### src/rtl/tcw_pkg.sv
package tcw_pkg;

    localparam logic [7:0]  SPACE_CHAR     = 8'h20;
    localparam logic [7:0]  NEWLINE_CHAR   = 8'h0A;
    localparam logic [7:0]  BACKSPACE_CHAR = 8'h0D;

    // space drawn white on black, the screen contents after reset
    localparam logic [15:0] RESET_BLANK    = 16'h0F20;

    localparam logic [3:0]  RESET_TEXT_COLOUR = 4'hF;
    localparam logic [3:0]  RESET_BACK_COLOUR = 4'h0;

    localparam int IN_DATA_W  = 24;
    localparam int OUT_DATA_W = 40;

    // configuration register indexes
    localparam logic [0:0] REG_TEXT_COLOUR = 1'b0;
    localparam logic [0:0] REG_BACK_COLOUR = 1'b1;

    typedef enum logic [0:0] {
        ACT_PUT  = 1'b0,
        ACT_READ = 1'b1
    } action_t;

    typedef enum logic [1:0] {
        KIND_PUT,
        KIND_NEWLINE,
        KIND_BACKSPACE,
        KIND_READ
    } item_kind_t;

    typedef enum logic [3:0] {
        DP_NOP,
        DP_CLEAR,
        DP_PUT,
        DP_NEWLINE,
        DP_SC_READ,
        DP_SC_WRITE,
        DP_SC_BLANK,
        DP_BS_BACK,
        DP_BS_READ,
        DP_BS_CHECK,
        DP_BS_BLANK,
        DP_RD_READ,
        DP_RD_CAPT
    } dp_op_t;

    typedef enum logic [3:0] {
        ST_CLEAR,
        ST_IDLE,
        ST_PUT,
        ST_NEWLINE,
        ST_SC_READ,
        ST_SC_WRITE,
        ST_SC_BLANK,
        ST_BS_BACK,
        ST_BS_READ,
        ST_BS_CHECK,
        ST_BS_BLANK,
        ST_RD_READ,
        ST_RD_CAPT,
        ST_FINISH
    } state_t;

    typedef struct packed {
        dp_op_t op;
        logic   latch;
        logic   load_out;
    } dp_cmd_t;

    typedef struct packed {
        item_kind_t kind;
        logic       at_home;
        logic       col_zero;
        logic       col_last;
        logic       row_last;
        logic       ptr_last;
        logic       is_space;
        logic       out_free;
    } dp_status_t;

endpackage

### src/rtl/tcw_ctrl.sv
module tcw_ctrl
    import tcw_pkg::*;
(
    input  logic       clk,
    input  logic       rst_n,
    input  logic       s_tvalid,
    output logic       s_tready,
    input  dp_status_t status,
    output dp_cmd_t    cmd
);

    state_t state_reg;
    state_t state_next;
    state_t dispatch_state;

    always_ff @(posedge clk or negedge rst_n)
    begin
        if (!rst_n)
        begin
            state_reg <= ST_CLEAR;
        end
        else
        begin
            state_reg <= state_next;
        end
    end

    // first work state for the beat on the input
    always_comb
    begin
        unique case (status.kind)
            KIND_READ:      dispatch_state = ST_RD_READ;
            KIND_NEWLINE:   dispatch_state = ST_NEWLINE;
            KIND_BACKSPACE: dispatch_state = status.at_home ? ST_FINISH : ST_BS_BACK;
            KIND_PUT:       dispatch_state = ST_PUT;
            default:        dispatch_state = ST_PUT;
        endcase
    end

    always_comb
    begin
        state_next = state_reg;
        unique case (state_reg)
            ST_CLEAR:
            begin
                if (status.ptr_last)
                begin
                    state_next = ST_IDLE;
                end
            end
            ST_IDLE:
            begin
                if (s_tvalid)
                begin
                    state_next = dispatch_state;
                end
            end
            ST_PUT:      state_next = status.col_last ? ST_NEWLINE : ST_FINISH;
            ST_NEWLINE:  state_next = status.row_last ? ST_SC_READ : ST_FINISH;
            ST_SC_READ:  state_next = ST_SC_WRITE;
            ST_SC_WRITE: state_next = status.ptr_last ? ST_SC_BLANK : ST_SC_READ;
            ST_SC_BLANK:
            begin
                if (status.ptr_last)
                begin
                    state_next = ST_FINISH;
                end
            end
            ST_BS_BACK:  state_next = ST_BS_READ;
            ST_BS_READ:  state_next = status.col_zero ? ST_BS_BLANK : ST_BS_CHECK;
            ST_BS_CHECK: state_next = status.is_space ? ST_BS_READ : ST_BS_BLANK;
            ST_BS_BLANK: state_next = ST_FINISH;
            ST_RD_READ:  state_next = ST_RD_CAPT;
            ST_RD_CAPT:  state_next = ST_FINISH;
            ST_FINISH:
            begin
                if (status.out_free)
                begin
                    state_next = s_tvalid ? dispatch_state : ST_IDLE;
                end
            end
            default:     state_next = ST_IDLE;
        endcase
    end

    always_comb
    begin
        s_tready     = (state_reg == ST_IDLE) ||
                       ((state_reg == ST_FINISH) && status.out_free);
        cmd.latch    = s_tready && s_tvalid;
        cmd.load_out = (state_reg == ST_FINISH) && status.out_free;
        unique case (state_reg)
            ST_CLEAR:    cmd.op = DP_CLEAR;
            ST_PUT:      cmd.op = DP_PUT;
            ST_NEWLINE:  cmd.op = DP_NEWLINE;
            ST_SC_READ:  cmd.op = DP_SC_READ;
            ST_SC_WRITE: cmd.op = DP_SC_WRITE;
            ST_SC_BLANK: cmd.op = DP_SC_BLANK;
            ST_BS_BACK:  cmd.op = DP_BS_BACK;
            ST_BS_READ:  cmd.op = status.col_zero ? DP_NOP : DP_BS_READ;
            ST_BS_CHECK: cmd.op = DP_BS_CHECK;
            ST_BS_BLANK: cmd.op = DP_BS_BLANK;
            ST_RD_READ:  cmd.op = DP_RD_READ;
            ST_RD_CAPT:  cmd.op = DP_RD_CAPT;
            default:     cmd.op = DP_NOP;
        endcase
    end

endmodule

### config.mk
export PLATFORM = sky130hd
export DESIGN_NAME = tcw_ctrl
export DESIGN_NICKNAME = d
export VERILOG_FILES = /design/src/rtl/tcw_pkg.sv /design/src/rtl/tcw_ctrl.sv
export SDC_FILE = /design/constraint.sdc
export NUM_CORES = 1
export LEC_CHECK = 0
export BUFFER_PORTS_ARGS = -buffer_cell sky130_fd_sc_hd__buf_2
export CAP_MARGIN = 20
export CORE_ASPECT_RATIO = 0.75
export CORE_MARGIN = 2
export CORE_UTILIZATION = 30
export DETAILED_ROUTE_END_ITERATION = 8
export GPL_ROUTABILITY_DRIVEN = 0
export SLEW_MARGIN = 20
export SYNTH_ARGS = -nofsm -noshare
export SYNTH_HDL_FRONTEND = slang
export SYNTH_SLANG_ARGS = --single-unit
### constraint.sdc
create_clock -name clk -period 2.1 [get_ports clk]
set_clock_uncertainty 0.05 [all_clocks]
set_input_delay 0.105 -clock clk [delete_from_list [all_inputs] [get_ports clk]]
set_output_delay 0.105 -clock clk [all_outputs]
set_load 0.02 [all_outputs]
Word level (Yosys, flattened, before mapping)
Index checks and enable logic that the tools add are counted.
{"block": "word_totals", "memories": 0, "ram_bits": 0, "mem_bits_ro": 0, "ff_bits": 4, "latch_bits": 0}
{"block": "op_classes", "shifts": 0, "mux": 15, "bitwise_logic": 0, "div": 0, "n_eq_ne": 20, "n_reduce_logical": 7, "multipliers": 0, "add_sub_neg": 0, "n_lt_le_gt_ge": 0}
{"cell": "one-hot mux 4 bit (13 select lines)", "n": 1}
{"cell": "one-hot mux 4 bit (12 select lines)", "n": 1}
{"cell": "2-to-1 mux 4 bit", "n": 9}
{"cell": "== test 4 bit (second input constant)", "n": 6}
{"cell": "== test 4 x 3 -> 1 bit (second input constant)", "n": 4}
{"cell": "one-hot mux 4 bit (4 select lines)", "n": 1}
{"cell": "== test 4 x 2 -> 1 bit (second input constant)", "n": 2}
{"cell": "inequality test 2 bit (second input constant)", "n": 4}
{"cell": "2-to-1 mux 2 bit", "n": 3}
{"cell": "== test 2 bit (second input constant)", "n": 2}
{"cell": "== test 4 x 1 -> 1 bit (second input constant)", "n": 1}
{"cell": "zero test 4 bit", "n": 1}
{"cell": "AND reduction 4 bit", "n": 1}
{"cell": "== test 2 x 1 -> 1 bit (second input constant)", "n": 1}
{"cell": "logical AND 1 bit", "n": 2}
{"cell": "zero test 2 bit", "n": 1}
{"cell": "OR reduction 2 bit", "n": 1}
{"cell": "logical OR 1 bit", "n": 1}

Longest topological paths before layout
{"block": "depth", "word_depth": 5, "ltp_mapped": 6, "depth_no_buf": 4}

Worst setup path after synthesis
No wires, ideal clock.
{"block": "synth_path", "path_type": "reg2out", "startpoint": "register state_reg[2]", "endpoint": "output cmd[1] (netlist name)", "setup_slack_ps": 526, "t_required_ps": 1945, "path_buffers": 1, "stages_incl_launch_ff": 5, "t_arrival_ps": 1419, "path_cell_list": "dfrtp_1 > buf_4 > or2_1 > a21oi_1 > and2_1"}
{"element": "start: declaration", "line": "tcw_ctrl.sv:12", "source": "state_t state_reg;"}
{"element": "start signal: assignment", "line": "tcw_ctrl.sv:24", "source": "state_reg <= state_next;"}
{"element": "end: declaration", "line": "tcw_ctrl.sv:9", "source": "output dp_cmd_t cmd"}

Worst setup path after layout
{"block": "layout_path", "startpoint": "register state_reg[2]", "endpoint": "register state_reg[2]"}
{"block": "layout_between", "elab_chain_cells": 3, "elab_cells_between_ends": 21, "classes_between": "eq/ne (17); mux (1); reduce/logical (3)"}
{"element": "== test 4 bit, or another cell as far along", "line": "tcw_ctrl.sv:43", "source": "unique case (state_reg)"}
{"element": "OR reduction 2 bit (no source line) / inequality test 2 bit (equally long branches)"}
{"element": "one-hot mux 4 bit (13 select lines) / AND reduction 4 bit (equally long branches)"}
Parallel ways exist; a longest one is shown, timed or not.
A chain may end at the register's enable or synchronous reset.

==> key figures <==
Run status
  • Status: completed

Finish
  • Area growth from synthesis to layout: 19.5%
  • Fill cell count: 205
  • Max reg flops: 4
  • Layout cell share with drive strength beyond 1: 24.8%
  • Antenna cell count: 0
  • Final #Nets: 115
  • Commonest non-fill, non-tap cell in the layout: buf_2
  • Most frequent cells in the layout: buf_2 (18), a21oi_1 (8), o21ai_0 (5), a211oi_1 (5)

Global routing
  • Tot GR Track Use: 13.8%
  • GR peak layer: met2
  • Met1 usage: 19.0%
  • First-pass GRT wire length: 2.64 mm
  • Gr ovfl total: 0
  • Initial antenna violation count: 0
  • Largest net degree at the start of global routing: 20
  • M3 GR Usage: 2.16%
  • Number of global-route vias before repair: 592
  • Met2 usage: 21.4%

Worst setup path
  • R2R setup slack: 0.29 ns
  • Worst EP required: 2.15 ns
  • Reg2reg start: state_reg[2]
  • CP endpoint kind: register
  • R2R depth: 3
  • CP arrival: 1.86 ns
  • Crit Path Class: reg -> reg
  • Reg-to-reg endpoint: state_reg[2]
  • Worst-path maximum fanout: 19
  • Startpoint types: register

Clock tree
  • Post-cts sizing count: 0
  • Max Buffers Root-to-Sink: 2
  • Hold_buf cts: 1
  • Post-CTS setup buffer count: 0
  • Worst-Skew Late Latency: 0.23 ns
  • Worst-path clk slew: 0.04 ns
  • Sink Count: 4
  • CTS H-Tree Depth: 1
  • Clock buffer count from CTS: 3
  • TritonCTS clock tree: built
  • Clk root buf: clkbuf_4

Synthesis
  • Synthesized cell area: 592 µm²
  • Cells taking the most area after synthesis: dfrtp_1 (17%), a21oi_1 (6.8%), a211oi_1 (6.3%), o21ai_0 (4.2%), nand3b_1 (3.8%)
  • Yosys Warn Count: 0
  • Net count after synthesis: 97
  • Largest area contributor in the netlist: dfrtp_1
  • Top-area cell type share of the netlist area: 16.9%
  • Unique masters post-synth: 36
  • Syn avg cell area: 6.96 µm²
  • #FFs+latches synth: 4
  • Sequential area share after synthesis: 16.9%
  • Post-synthesis instance total: 85

Placed design
  • Dpl ws: 0.337 ns
  • Number of I/O port buffers: 18
  • Detailed-placement wirelength estimate: 1.14 mm

STA
  • Slew @ Worst Pin: 0.733 ns
  • Final setup viols: 0
  • Fin Setup TNS: 0 ns
  • Fin crit share: 86.0%
  • Max-slew headroom: 49.9%
  • Final hold vios: 0
  • Slew Limit Fails: 0
  • Max frequency: 554 MHz
  • PnR worst setup slack: 0.293 ns
  • Post-route minimum period: 1.81 ns
  • Unrepaired setup endpoints after global routing: no

Power and ir drop
  • Cell Pwr Density: 1310 nW/µm²
  • Leakage: 0.284 nW
  • VDD IR max: 0.461 mV

Route
  • DR vias/cell: 5.66
  • WL final: 1.56 mm
  • Via Count: 696
  • DRT iter0 DRCs: 32
  • Drt first pass iters: 4
  • Post-DR wirelength/cell: 12.7 µm
  • Antenna-violating nets left: 0
  • DR DRC count: 0

Floorplanning
  • Chip height: 42.5 µm
  • Chip Width: 55.3 µm
  • Row count: 13
  • Die area: 2350 µm²
  • Initial core utilization: 33.1%
  • Core area: 1790 µm²
  • Ports: 19

Hold path
  • Hold WC Path Type: in -> async

Run
  • Max-cap violations: 0
-- critical path: stages (launching register included) --
cell and delay, ns:
dfrtp_1 0.57, a2111oi_0 0.75, or3_1 0.22, o22ai_1 0.08
-- worst max-delay path by stage --
stage	start	end	slack [ns]
4_1_cts	state_reg[1]	cmd[1]	0.30
3_5_place_dp	state_reg[2]	state_reg[2]	0.34
3_3_place_gp	state_reg[3]	state_reg[3]	0.37
2_1_floorplan	state_reg[2]	cmd[1]	0.53
6_report	state_reg[2]	state_reg[2]	0.29
5_1_grt	state_reg[2]	state_reg[2]	0.11
-- through the flow --
| stage | hold WS, ns | cells | cell area (µm²) | total power, mW | utilization [%] |
|---|---|---|---|---|---|
| after floorplan | -0.241 | 85 | 592 | 0.694 | - |
| after global placement | -0.137 | 119 | 674 | 0.825 | 37.7 |
| after detailed placement | -0.132 | 119 | 674 | 0.821 | 37.7 |
| after CTS | 0.150 | 123 | 707 | 0.923 | 39.5 |
| after global routing | 0.169 | 123 | 707 | 1.01 | 39.5 |
| final | 0.153 | 123 | 707 | 0.926 | 39.5 |
-- routing by layer --
metal | wire (µm) | vias to the layer above
met5 | 0 | -
met1 | 776 | 314
met4 | 13 | 0
li1 | - | 352
met3 | 89 | 2
met2 | 677 | 28
-- Yosys cell counts (all sizes together) --
library cell	instances
a21oi	8
buf	7
o21ai	6
a211oi	5
dfrtp	4
inv	4
nor2	4
nor3	4
and2	3
nand2	3
nand2b	3
nand3	3
nand3b	3
nor3b	3
and3	2
nor2b	2
o211ai	2
o22ai	2
or2	2
or3	2
xnor2	2
a2111oi	1
a22oi	1
a31oi	1
a32oi	1
clkbuf	1
nand4	1
nand4b	1
o21bai	1
o311ai	1
o32ai	1
or3b	1
-- layout make-up --
cell class / count / area [µm²] / share of cell area, %
sequential: 4 / 100 / 14.2
clock buffer: 3 / 22.5 / 3.19
timing repair buffer: 21 / 115 / 16.3
multi-input combinational: 69 / 427 / 60.4
inverter: 4 / 15.0 / 2.12
tap: 22 / 27.5 / 3.89
-- power by group --
part           total (mW)  switching [mW]  internal (mW)
sequential          0.246           0.138          0.108
combinational       0.584           0.324          0.260
clock              0.0958          0.0319         0.0640
-- cells by family (layout without fill, tap and decap cells) --
family                    Yosys count  count (layout)  synth area share [%]
AOI/OAI and AO/OA                  30              30                  32.3
xor gates and xnor gates            2               2                  2.96
buffers and inverters              12              28                  11.0
DFF                                 4               4                  16.9
and+or+nand+nor                    37              37                  36.8
No activity file was read; power rests on OpenSTA's default activity.
